--- src/rtl/core/tom_divpipe.sv ---
// restoring divider, one quotient bit per stage
module tom_divpipe #(
  parameter int unsigned NW = 20,
  parameter int unsigned DW = 16,
  parameter int unsigned TW = 1
) (
  input  logic          clk_i,
  input  logic          rst_ni,
  input  logic          en_i,
  input  logic          valid_i,
  input  logic [NW-1:0] num_i,
  input  logic [DW-1:0] den_i,
  input  logic [TW-1:0] tag_i,
  output logic          valid_o,
  output logic [NW-1:0] quo_o,
  output logic [DW-1:0] rem_o,
  output logic [TW-1:0] tag_o
);

  logic          vld_q [NW];
  logic [DW-1:0] rem_q [NW];
  logic [NW-1:0] num_q [NW];
  logic [NW-1:0] quo_q [NW];
  logic [DW-1:0] den_q [NW];
  logic [TW-1:0] tag_q [NW];

  for (genvar s = 0; s < NW; s++) begin : g_st
    logic          v_in;
    logic [DW-1:0] r_in;
    logic [NW-1:0] n_in;
    logic [NW-1:0] q_in;
    logic [DW-1:0] d_in;
    logic [TW-1:0] t_in;
    logic [DW:0]   trial;
    logic          fits;
    logic [DW-1:0] r_nx;

    if (s == 0) begin : g_first
      assign v_in = valid_i;
      assign r_in = '0;
      assign n_in = num_i;
      assign q_in = '0;
      assign d_in = den_i;
      assign t_in = tag_i;
    end else begin : g_next
      assign v_in = vld_q[s-1];
      assign r_in = rem_q[s-1];
      assign n_in = num_q[s-1];
      assign q_in = quo_q[s-1];
      assign d_in = den_q[s-1];
      assign t_in = tag_q[s-1];
    end

    assign trial = {r_in, n_in[NW-1]};
    assign fits  = (trial >= {1'b0, d_in});
    assign r_nx  = fits ? DW'(trial - {1'b0, d_in}) : trial[DW-1:0];

    always_ff @(posedge clk_i or negedge rst_ni) begin
      if (!rst_ni) begin
        vld_q[s] <= 1'b0;
      end else if (en_i) begin
        vld_q[s] <= v_in;
      end
    end

    always_ff @(posedge clk_i) begin
      if (en_i) begin
        rem_q[s] <= r_nx;
        num_q[s] <= {n_in[NW-2:0], 1'b0};
        quo_q[s] <= {q_in[NW-2:0], fits};
        den_q[s] <= d_in;
        tag_q[s] <= t_in;
      end
    end
  end

  assign valid_o = vld_q[NW-1];
  assign quo_o   = quo_q[NW-1];
  assign rem_o   = rem_q[NW-1];
  assign tag_o   = tag_q[NW-1];

endmodule

--- config.mk ---
export PLATFORM = sky130hd
export DESIGN_NAME = tom_divpipe
export DESIGN_NICKNAME = d
export VERILOG_FILES = /design/src/rtl/core/tom_divpipe.sv
export SDC_FILE = /design/constraint.sdc
export NUM_CORES = 2
export LEC_CHECK = 0
export BUFFER_PORTS_ARGS = -buffer_cell sky130_fd_sc_hd__buf_2
export CAP_MARGIN = 25
export CORE_MARGIN = 4
export CORE_UTILIZATION = 40
export CTS_BUF_LIST = sky130_fd_sc_hd__clkbuf_2
export DETAILED_ROUTE_END_ITERATION = 10
export PLACE_DENSITY = 0.59
export SYNTH_ARGS = -nofsm -noshare
export SYNTH_HDL_FRONTEND = slang
export SYNTH_SLANG_ARGS = --single-unit
export TNS_END_PERCENT = 5
--- constraint.sdc ---
create_clock -name clk_i -period 3.5 [get_ports clk_i]
set_input_delay 0.525 -clock clk_i [delete_from_list [all_inputs] [get_ports clk_i]]
set_output_delay 0.525 -clock clk_i [all_outputs]
set_load 0.05 [all_outputs]
# Yosys cells after proc, flatten, opt, wreduce, memory -nomap -nowiden
# Memory sizes are Yosys's and may differ from the RTL's.
# Index checks and enable logic that the tools add are counted.
[op_classes]
add_sub_neg = 20
magnitude_cmp = 20
n_mux = 22
[ops]
columns = ["op", "n"]
rows = [
  ["$ge A17 B16 Y1", 19],
  ["$mux W16", 20],
  ["$sub A16 B16 Y16", 19],
  ["$ge A1 B16 Y1", 1],
  ["$sub A1 B16 Y16", 1],
  ["$mux W1", 2],
]
[word_totals]
regBits = 20
mem_bits_rw = 1440
inputBits = 41
output_inout_bits = 38
wordCells = 87
memories = 5
[memory_table]
columns = ["name", "depth", "width", "rd", "rd_ports_with_merged_regs", "wr", "line_no", "source"]
rows = [
  ["quo_q", 20, 20, 20, 0, 20, "23", "logic [NW-1:0] quo_q [NW];"],
  ["num_q", 20, 19, 19, 0, 20, "22", "logic [NW-1:0] num_q [NW];"],
  ["den_q", 20, 16, 19, 0, 20, "24", "logic [DW-1:0] den_q [NW];"],
  ["rem_q", 20, 16, 20, 0, 20, "21", "logic [DW-1:0] rem_q [NW];"],
  ["tag_q", 20, 1, 20, 0, 20, "25", "logic [TW-1:0] tag_q [NW];"],
]

# Longest topological paths before layout
# An unclocked memory read counts as a cell.
[logic_depth]
word_depth = 3
ltp_mapped = 13
depth_no_buf = 11

# Worst setup path after synthesis
# Ideal clock, no wire load.
[synth_timing]
path_type = "register to register"
from = "memory den_q[1][1] (netlist: den_q[0][17])"
to = "memory rem_q[2][8] (netlist: rem_q[0][40]) (data pin)"
setup_time_ns = 0.262
arrival_ns = 2.634
required_ns = 3.238
setup_slack_ns = 0.604
stages_incl_launch_ff = 12
path_buffers = 1
synth_period_minus_slack_ns = 2.896
cell_sequence = "edfxtp_1 > inv_1 > ha_1 > nor2b_1 > o31ai_2 > a31oi_1 > nand3_1 > nand2_1 > a311o_1 > a211oi_4 > buf_6 > mux2_1"
[synth_rtl]
columns = ["element", "line_no"]
rows = [
  ["from (decl)", "24"],
  ["to (decl)", "21"],
]

==> results.yml <==
status:
  status: "complete, no violations"
yosys:
  synth-edff-count: 1044
  synthTopCellsByCount: "edfxtp_1 (1044), inv_1 (377), ha_1 (306), a21oi_1 (259), o21ai_0 (229)"
  synth_area_leaders: "edfxtp_1 (62%), ha_1 (7.6%), mux2_2 (3.2%)"
  synthArstFlopShare_pct: 1.880
  synth_area_mm2: 0.05068
  synth_nets: 4196
  synth_area_per_cell_um2: 13.23
  ys_seq_elements: 1064
  synthDistinctLibCells: 81
  ys_seq_area_share_pct: 62.85
  syn_inst: 3830
  netlist.area_leader.share_pct: 61.86
  synth_ff_type: "edfxtp_1"
  synth_top_area_cell: "edfxtp_1"
  yosysMostFrequentCell: "edfxtp_1"
  ys.warnings.count: 0
power:
  clkPwrFrac_pct: 17.8
  swShare_pct: 36.01
  combPwrFrac_pct: 40.6
  p_int_mw: 29.64
  ir_drop_uv: 374.7
  switchingPower_mw: 16.68
  p_leak_nw: 22.73
  p_seq_share_pct: 41.6
  p_total_mw: 46.32
  p_per_area_mw_per_mm2: 813.1
routing:
  avgViaCountPerCell: 5.002
  dr.pass1.iters: 6
  drt-initial-drc-count: 1882
  drtAntennaViolNets: 0
  drc: 0
  wire_per_inst_um: 15.93
  routed_wl_mm: 97.91
  via_count: 30735
placement:
  port-buffer-count: 78
  hpwl_mm: 67.56
  place.gp.congestion: 0.8622
sta:
  fin_skew_ns: 0.1299
  worst_slew_pin_slew_ns: 1.099
  finalCritPeriodShare_pct: 92.19
  grt_setup_unrepaired: "no"
  fmax_ghz: 0.3099
  timing.slew.headroom_pct: 26.76
  min_period_ns: 3.227
  slew_viol_final: 0
  setup_tns_ns: 0
  hold_viol_final: 0
  setup_viol: 0
setup_path:
  worst_setup_path_start_kind: "register"
  max_stage_delay_ns: 0.52
  slowest_stage: "a41o_1"
  end_kind: "register"
  cp.buffers_inverters: 1
  crit_arrival_ns: 4.51
  cp_max_fo: 15
  required_ns: 4.78
  cp_cell_sequence: "ha_1 > nor2b_1 > o31a_1 > or4_4 > a31oi_4 > o221ai_2 > a41o_1 > buf_4 > nor2_1 > a31oi_1"
  path_class: "reg -> reg"
  critical-path-top-delay-family: "compound AO/OA/AOI/OAI gates"
floorplanning:
  die_area_mm2: 0.1325
  dieWidth_um: 363.9
  die_y_um: 363.9
  num_rows: 130
  coreArea_mm2: 0.1257
  start_util_pct: 40.31
  pin_count: 79
finish:
  n_fill_cell: 11485
  drive_gt1_share_pct: 16.99
  nets: 4690
  syn_to_final_growth_pct: 12.40
clock_tree:
  cts_hold_buf: 106
  post-cts-setup-buffers: 0
  clock_sinks: 1064
  cts_htree_levels: 5
  cts-resized-gates: 0
  path_clk_slew_ns: 0.09
  root_buffer: "clkbuf_2"
  cts_tree: "built"
  clk_latency_ns: 1.58
  clockBufferDepth: 4
  numCtsBuffers: 306
global_routing:
  grt_pass1_vias: 31231
  antenna_found_initial: 2
  grt_remaining_overflow: 0
  groute.usage.overall_pct: 15.03
  grt_pass1_wl_mm: 160.1
  grt_max_degree: 119
worst_hold_path:
  hold_class: "in -> reg"
job:
  drv_cap: 0
layout by cell type, fill, tap and decap left out, types with 54 or more instances in the layout:
master            n
inv_1           377
edfxtp_1       1044
mux2_2          144
nor3_1           54
nor2b_1          61
xor2_1           80
nand2_1         214
xnor2_1         124
a21oi_1         257
o21ai_0         229
clkbuf_2        422
ha_1            306
dlygate4sd3_1   105
a21o_1           70
o21a_1           76
nor2_1          199
buf_2            77
power groups by stage:
stage | clock network, mW | registers, mW | logic [mW]
after floorplan | 0 | 19.3 | 14.2
after global placement | 0 | 19.6 | 18.3
after detailed placement | 0 | 19.6 | 18.5
after CTS | 8.81 | 19.3 | 18.8
after global routing | 9.61 | 19.6 | 21.1
final | 8.24 | 19.3 | 18.8
worst reg2reg max path: stages, from the launching register on:
cell      delay (ns)
edfxtp_1        0.42
ha_1            0.32
nor2b_1         0.14
o31a_1          0.28
or4_4           0.44
a31oi_4         0.26
o221ai_2        0.16
a41o_1          0.52
buf_4           0.29
nor2_1          0.08
a31oi_1         0.05
metrics by stage:
stage / instances / utilization [%] / instance area (µm²) / setup slack [ns] / hold slack (ns)
finish: 6145 / 45.30 / 56960 / 0.2734 / 0.2994
global route: 6145 / 45.30 / 56960 / 0.08154 / 0.04556
CTS: 6142 / 45.30 / 56950 / 0.2501 / 0.005427
detailed placement: 5560 / 42.55 / 53500 / 0.2927 / 0.4045
global placement: 5560 / 42.55 / 53500 / 0.3104 / 0.4003
floorplan: 3830 / - / 50680 / 0.6036 / 0.2294
kinds of logic (layout without fill, tap and decap cells):
kind of cell | Yosys count | count (layout) | share of synthesized area, %
simple gates | 740 | 740 | 6.935
fa+ha+maj | 325 | 325 | 8.306
buf+inv | 437 | 1099 | 3.407
mux | 184 | 184 | 4.084
other cells | 0 | 3 | 0
compound gates | 876 | 876 | 10.89
flops | 1064 | 1064 | 62.85
xor+xnor | 204 | 204 | 3.526
path summary, 6_finish.rpt:
kind	cells past startpoint	from	end	slack (ns)
setup / recovery	10	rem_q[1][0]$_DFFE_PP_	rem_q[1][31]$_DFFE_PP_	0.27
hold / removal	3	num_i[10]	num_q[0][10]$_DFFE_PP_	0.30
setup reg to reg	10	rem_q[1][0]$_DFFE_PP_	rem_q[1][31]$_DFFE_PP_	0.27
hold reg to reg	0	quo_q[4][22]$_DFFE_PP_	quo_q[4][43]$_DFFE_PP_	0.35
max in group asynchronous	4	rst_ni	g_st[16].v_in$_DFFE_PN0P_	2.24
min in group asynchronous	4	rst_ni	valid_o$_DFFE_PN0P_	0.71
flip-flops by register name, indices dropped and copies added (netlist names):
name / flops
den_q: 304
rem_q: 320
g_st.v_in: 19
num_q: 190
valid_o: 1
tag_q: 20
quo_q: 210
layer usage:
metal | vias to the layer above | global-route usage (%) | share of wire [%]
li1 | 15342 | - | -
met1 | 14509 | 19.26 | 45
met2 | 704 | 24.56 | 47
met3 | 180 | 4.037 | 5.3
met4 | 0 | 5.519 | 2.4
met5 | - | 0 | 0
final cells by class:
| cell class | count | area [µm²] | share of cell area (%) |
|---|---|---|---|
| Timing Repair Buffer | 245 | 2087 | 3.664 |
| Antenna cell | 3 | 7.507 | 0.01318 |
| Clock buffer | 422 | 2112 | 3.708 |
| Multi-Input combinational cell | 2329 | 17160 | 30.12 |
| Tap cell | 1650 | 2064 | 3.624 |
| Clock inverter | 54 | 264.0 | 0.4635 |
| Inverter | 378 | 1419 | 2.491 |
| Sequential cell | 1064 | 31850 | 55.92 |
No activity file was read; power rests on OpenSTA's default activity.
