## src/rtl/core/tom_pkg.sv

```systemverilog
package tom_pkg;

  localparam int unsigned IdxW   = 20;
  localparam int unsigned BoundW = 21;
  localparam int unsigned DevW   = 7;
  localparam int unsigned BlkW   = 16;
  localparam int unsigned ModeW  = 2;
  localparam int unsigned CfgIdxW = 3;
  localparam int unsigned CfgDataW = 21;
  localparam int unsigned LinW   = IdxW + BoundW;

  localparam logic [ModeW-1:0] MODE_CYC_1D = 2'd0;
  localparam logic [ModeW-1:0] MODE_CYC_2D = 2'd1;
  localparam logic [ModeW-1:0] MODE_BLK_2D = 2'd2;

  typedef enum logic [CfgIdxW-1:0] {
    REG_MODE       = 3'd0,
    REG_DEV_COUNT  = 3'd1,
    REG_TILE_ROWS  = 3'd2,
    REG_TILE_COLS  = 3'd3,
    REG_GRID_ROWS  = 3'd4,
    REG_GRID_COLS  = 3'd5,
    REG_BLOCK_ROWS = 3'd6,
    REG_BLOCK_COLS = 3'd7
  } reg_idx_e;

  typedef struct packed {
    logic [ModeW-1:0]  mode;
    logic [DevW-1:0]   device_count;
    logic [BoundW-1:0] tile_rows;
    logic [BoundW-1:0] tile_cols;
    logic [DevW-1:0]   grid_rows;
    logic [DevW-1:0]   grid_cols;
    logic [BlkW-1:0]   block_rows;
    logic [BlkW-1:0]   block_cols;
  } cfg_t;

  typedef struct packed {
    logic [IdxW-1:0] tile_row;
    logic [IdxW-1:0] tile_col;
  } in_t;

  typedef struct packed {
    logic [DevW-1:0] owner;
    logic            status;
  } out_t;

endpackage

```

## src/rtl/core/tom_cfg_regs.sv

```systemverilog
module tom_cfg_regs import tom_pkg::*; (
  input  logic                clk_i,
  input  logic                rst_ni,
  input  logic                cfg_valid_i,
  output logic                cfg_ready_o,
  input  logic [CfgIdxW-1:0]  cfg_index_i,
  input  logic [CfgDataW-1:0] cfg_data_i,
  output cfg_t                cfg_o
);

  cfg_t cfg_q, cfg_d;

  assign cfg_ready_o = 1'b1;
  assign cfg_o       = cfg_q;

  always_comb begin
    cfg_d = cfg_q;
    if (cfg_valid_i) begin
      unique case (reg_idx_e'(cfg_index_i))
        REG_MODE:       cfg_d.mode         = cfg_data_i[ModeW-1:0];
        REG_DEV_COUNT:  cfg_d.device_count = cfg_data_i[DevW-1:0];
        REG_TILE_ROWS:  cfg_d.tile_rows    = cfg_data_i[BoundW-1:0];
        REG_TILE_COLS:  cfg_d.tile_cols    = cfg_data_i[BoundW-1:0];
        REG_GRID_ROWS:  cfg_d.grid_rows    = cfg_data_i[DevW-1:0];
        REG_GRID_COLS:  cfg_d.grid_cols    = cfg_data_i[DevW-1:0];
        REG_BLOCK_ROWS: cfg_d.block_rows   = cfg_data_i[BlkW-1:0];
        REG_BLOCK_COLS: cfg_d.block_cols   = cfg_data_i[BlkW-1:0];
        default:        cfg_d = cfg_q;
      endcase
    end
  end

  always_ff @(posedge clk_i or negedge rst_ni) begin
    if (!rst_ni) begin
      cfg_q.mode         <= MODE_CYC_2D;
      cfg_q.device_count <= DevW'(1);
      cfg_q.tile_rows    <= BoundW'(1);
      cfg_q.tile_cols    <= BoundW'(1);
      cfg_q.grid_rows    <= DevW'(1);
      cfg_q.grid_cols    <= DevW'(1);
      cfg_q.block_rows   <= BlkW'(1);
      cfg_q.block_cols   <= BlkW'(1);
    end else begin
      cfg_q <= cfg_d;
    end
  end

endmodule

```

## config.mk

```make
export PLATFORM = sky130hd
export DESIGN_NAME = tom_cfg_regs
export DESIGN_NICKNAME = d
export VERILOG_FILES = /design/src/rtl/core/tom_pkg.sv /design/src/rtl/core/tom_cfg_regs.sv
export SDC_FILE = /design/constraint.sdc
export NUM_CORES = 1
export LEC_CHECK = 0
export ABC_AREA = 1
export BUFFER_PORTS_ARGS = -buffer_cell sky130_fd_sc_hd__buf_2
export CORE_MARGIN = 3
export CORE_UTILIZATION = 50
export CTS_BUF_LIST = sky130_fd_sc_hd__clkbuf_2
export DETAILED_ROUTE_END_ITERATION = 12
export PLACE_DENSITY_LB_ADDON = 0.2
export RECOVER_POWER = 25
export SYNTH_ARGS = -nofsm -noshare
export SYNTH_HDL_FRONTEND = slang
export SYNTH_SLANG_ARGS = --single-unit
```

## constraint.sdc

```tcl
create_clock -name clk_i -period 0.85 [get_ports clk_i]
set_input_delay 0.085 -clock clk_i [delete_from_list [all_inputs] [get_ports clk_i]]
set_output_delay 0.085 -clock clk_i [all_outputs]
set_load 0.01 [all_outputs]
```

## Word level (Yosys, flattened, before mapping)

Cells that the tools add are included.

| storage, ports and cells | value |
|---|---|
| flip-flop bits (word level) | 97 |
| input port bits | 27 |
| output and inout port bits | 98 |
| word-level logic and storage cells | 24 |

| cells by class | value |
|---|---|
| eq/ne operators | 7 |
| reduce and logical (&&, ||, !) cells | 9 |

Operators with widths:

| operator | number |
|---|---|
| AND reduction 2 bit | 8 |
| == test 3 bit (second input constant) | 4 |
| == test 3 x 2 -> 1 bit (second input constant) | 2 |
| == test 3 x 1 -> 1 bit (second input constant) | 1 |
| logical NOT 3 bit | 1 |

## Longest topological paths before layout

| logic depth | value |
|---|---|
| depth after elaboration | 2 |
| mapped depth | 7 |
| gate-level depth less buffers | 5 |

## Least setup slack after synthesis

No wires, ideal clock.

| path | value |
|---|---|
| path type | input to register |
| start | in cfg_index_i[2] |
| end | reg cfg_q, in the netlist cfg_o[10] |
| library setup time | 0.117 ns |
| data arrival time | 0.690 ns |
| slack | 0.044 ns |
| stages on the path | 7 |
| cells stage by stage | nand2_2 -> inv_2 -> buf_4 -> nand2_4 -> buf_6 -> nand2_1 -> nand2_1 |

| between the ends | value |
|---|---|
| longest elaborated chain between the ends | 2 |

Ends and longest elaborated chain:

| element | line | RTL |
|---|---|---|
| start, declared | tom_cfg_regs.sv:6 | `input logic [CfgIdxW-1:0] cfg_index_i,` |
| == test 3 bit | tom_cfg_regs.sv:19 | `unique case (reg_idx_e'(cfg_index_i))` |
| AND reduction 2 bit (no line) | - |  |
| end signal, assigned | tom_cfg_regs.sv:44 | `cfg_q <= cfg_d;` |
| end, declared | tom_cfg_regs.sv:11 | `cfg_t cfg_q, cfg_d;` |

Every way passes these cells.
A chain may end at the register's enable or synchronous reset.

## Worst setup path in the final report

| path | value |
|---|---|
| start | reg cfg_q, in the netlist cfg_o[39] |
| end | out cfg_o[39] (netlist name) |

RTL lines:

| element | line | RTL |
|---|---|---|
| end, declared | tom_cfg_regs.sv:8 | `output cfg_t cfg_o` |

No word-level cell between the ends.

==> impl_metrics.csv <==
group,metric,value,unit
worst_setup_path,cp_num_buf_inv,1,
timing,whs,0.03264,ns
synthesis,syn_area,3856,um^2
synthesis,avgSynthCellArea,8.844,um^2
global_route,overflow,0,
global_route,grt_pass1_vias,3531,
job,drv_cap,0,
synthesis,yosysSeqAreaShare,0.6321,
drt,antenna_left,0,
timing,fin_setup_tns,-33.75,ns
cells_and_area,drive_above_1_share,0.3620,
worst_setup_path,reg2reg_from,"cfg_o[65]",
worst_setup_path,worstPathRequired,0.76,ns
status,outcome,"finished with violations",
placed_design,io_buffer_count,123,
synthesis,yosys.area_share.simple,0.3287,
drt,wl_per_cell,15.32,um
synthesis,synth_top_family_by_area,"simple AND/OR/NAND/NOR gates",
placed_design,gp_congestion,0.8126,
worst_setup_path,path_class,"reg -> out",
clock_tree,cts_num_sinks,97,
placed_design,pre_cts_slack,-0.1567,ns
worst_setup_path,path_cells,"buf_6",
global_route,antenna_found_initial,0,
worst_setup_path,critPathLaunchType,"flop",
timing,hold_violations,0,
synthesis,synth_nets,463,
clock_tree,cts_root_buf,"clkbuf_2",
power,ir_worst_vdd,1.176,mV
timing,rsz0062_at_grt,"yes",
placed_design,placed_cell_area,4743,um^2
timing,clock_skew,0,ns
floorplan,num_io_pins,125,
floorplan,die_h,93.82,um
cells_and_area,area_growth,47.99,%
hold_path,hp-class,"in -> async",
status,failed_checks,"setup timing",
worst_setup_path,r2r_end,"cfg_o[65]",
synthesis,yosys_warnings,0,
drt,drt_first_pass_iters,5,
worst_setup_path,r2r_slack,-0.02,ns
power,power.leakage,3.289,nW
floorplan,die_area,8802,um^2
timing,setup_viol,143,
synthesis,ys_ff_latch,97,
drt,drc,0,
clock_tree,clk_latency,0.49,ns
drt,wl,11.67,mm
global_route,grt_usage,0.2573,
drt,vias_per_cell,4.969,
timing,setup_ws,-0.4488,ns
power,power_density,2104,nW/um^2
floorplan,rows,31,
global_route,grt_max_degree,33,
cells_and_area,post-route-util,0.7744,
power,finalPower,12.01,mW
clock_tree,htreeDepth,3,
worst_setup_path,crit_slowest_cell,"dfstp_2",
global_route,grt_first_pass_wirelength,17.36,mm
clock_tree,cts_buffers,9,
floorplan,core,7370,um^2
cells_and_area,largest_reg_flops,97,
synthesis,synth_compound_area_frac,0,
worst_setup_path,critical_path_cell_count,1,
synthesis,synth_xor_area_frac,0,
synthesis,postSynthCellCount,436,
worst_setup_path,crit_arrival,1.21,ns
worst_setup_path,reg2reg_depth,4,
timing,period_share,1.528,
clock_tree,path_clk_slew,0.27,ns
cells_and_area,final_cells,762,
cells_and_area,num-fill-cells,534,
synthesis,synthMuxAreaShare,0,
drt,drtIter0Drc,196,
worst_setup_path,endpoint,"cfg_o[39]",
synthesis,yosys.cell_types.count,15,
floorplan,die-width,93.82,um
timing,drv_slew,0,
worst_setup_path,setup.worst_path.start,"cfg_o[39]",
placed_design,hpwl,7.416,mm
worst_setup_path,cpPeakStageDelay,0.61,ns
worst_setup_path,endpoint_kind,"primary output",
cells_and_area,stdcell_area,5707,um^2
clock_tree,clk_path_buf_depth,2,
worst_setup_path,crit_path_max_fanout,2,
clock_tree,tritoncts,"built",
synthesis,synth_adder_area_share,0,
timing,timing.fmax,769.9,MHz
floorplan,start_util,0.5233,
cells_and_area,fin_nets,685,
cells_and_area,n_antenna_cell,0,
drt,vias,3786,
timing,period_needed,1.299,ns
placed_design,dp.cells,664,
worst_setup_path,crit_family,"flip-flops",
layout make-up:
type | count | area, um^2 | share of cell area
clock inverters | 7 | 61.31 | 0.01074
clock buffers | 9 | 45.04 | 0.007893
repair buffers | 231 | 1723 | 0.3019
well taps | 99 | 123.9 | 0.02171
inverters | 6 | 22.52 | 0.003947
multi-input cells | 313 | 1294 | 0.2267
flip-flops and latches | 97 | 2437 | 0.4271
layout by cell type, fill, tap and decap left out, drive strengths merged, types with 6 or more instances in the layout:
cell type	instances
buf	198
clkbuf	12
clkinv	6
dfrtp	89
dfstp	8
dlygate4sd3	30
inv	6
nand2	267
nand3	37
nor2	8
routing by layer:
| layer | GRT usage | wire (um) |
|---|---|---|
| met3 | 0.06010 | 932 |
| met1 | 0.3378 | 4587 |
| met2 | 0.4317 | 6104 |
| met4 | 0.06619 | 48 |
| met5 | 0 | 0 |
cell families after synthesis:
| kind of cell | Yosys count |
|---|---|
| AND/OR/NAND/NOR | 312 |
| other | 1 |
| flip-flops | 97 |
| buffers and inverters | 26 |
report_power, final:
group	switching [mW]	total [mW]	internal (mW)	leakage [nW]
Clock	1.50	2.15	0.654	0.0705
Sequential	0.546	6.07	5.53	1.20
Combinational	1.81	3.78	1.97	2.02
Total	3.85	12.0	8.15	3.29
what timing repair did:
action / CTS / global route
endpoints found under the hold margin: 194 / 22
setup endpoints to repair: 97 / 101
gates resized for setup: 13 / 24
buffers inserted: 24 / 28
cloned: 0 / 0
pin swaps: 0 / 6
hold buffers: 25 / 5
Yosys cell counts, drive strengths merged:
library cell | n | area share
nand2 | 267 | 0.26
dfrtp | 89 | 0.58
nand3 | 37 | 0.048
buf | 20 | 0.032
dfstp | 8 | 0.055
nor2 | 8 | 0.017
inv | 6 | 0.0058
conb | 1 | 0.00097
how the worst min path moves through the flow:
| stage | from | end | slack (ns) | cells past startpoint |
|---|---|---|---|---|
| after floorplan | rst_ni | cfg_o[10] | -0.21 | 0 |
| after global placement | rst_ni | cfg_o[26] | -0.02 | 1 |
| after detailed placement | rst_ni | cfg_o[26] | -0.02 | 1 |
| after CTS | rst_ni | cfg_o[26] | -0.07 | 2 |
| after global routing | rst_ni | cfg_o[26] | -0.03 | 2 |
| final | rst_ni | cfg_o[26] | 0.03 | 2 |
Power figures use the tool's default switching activity.
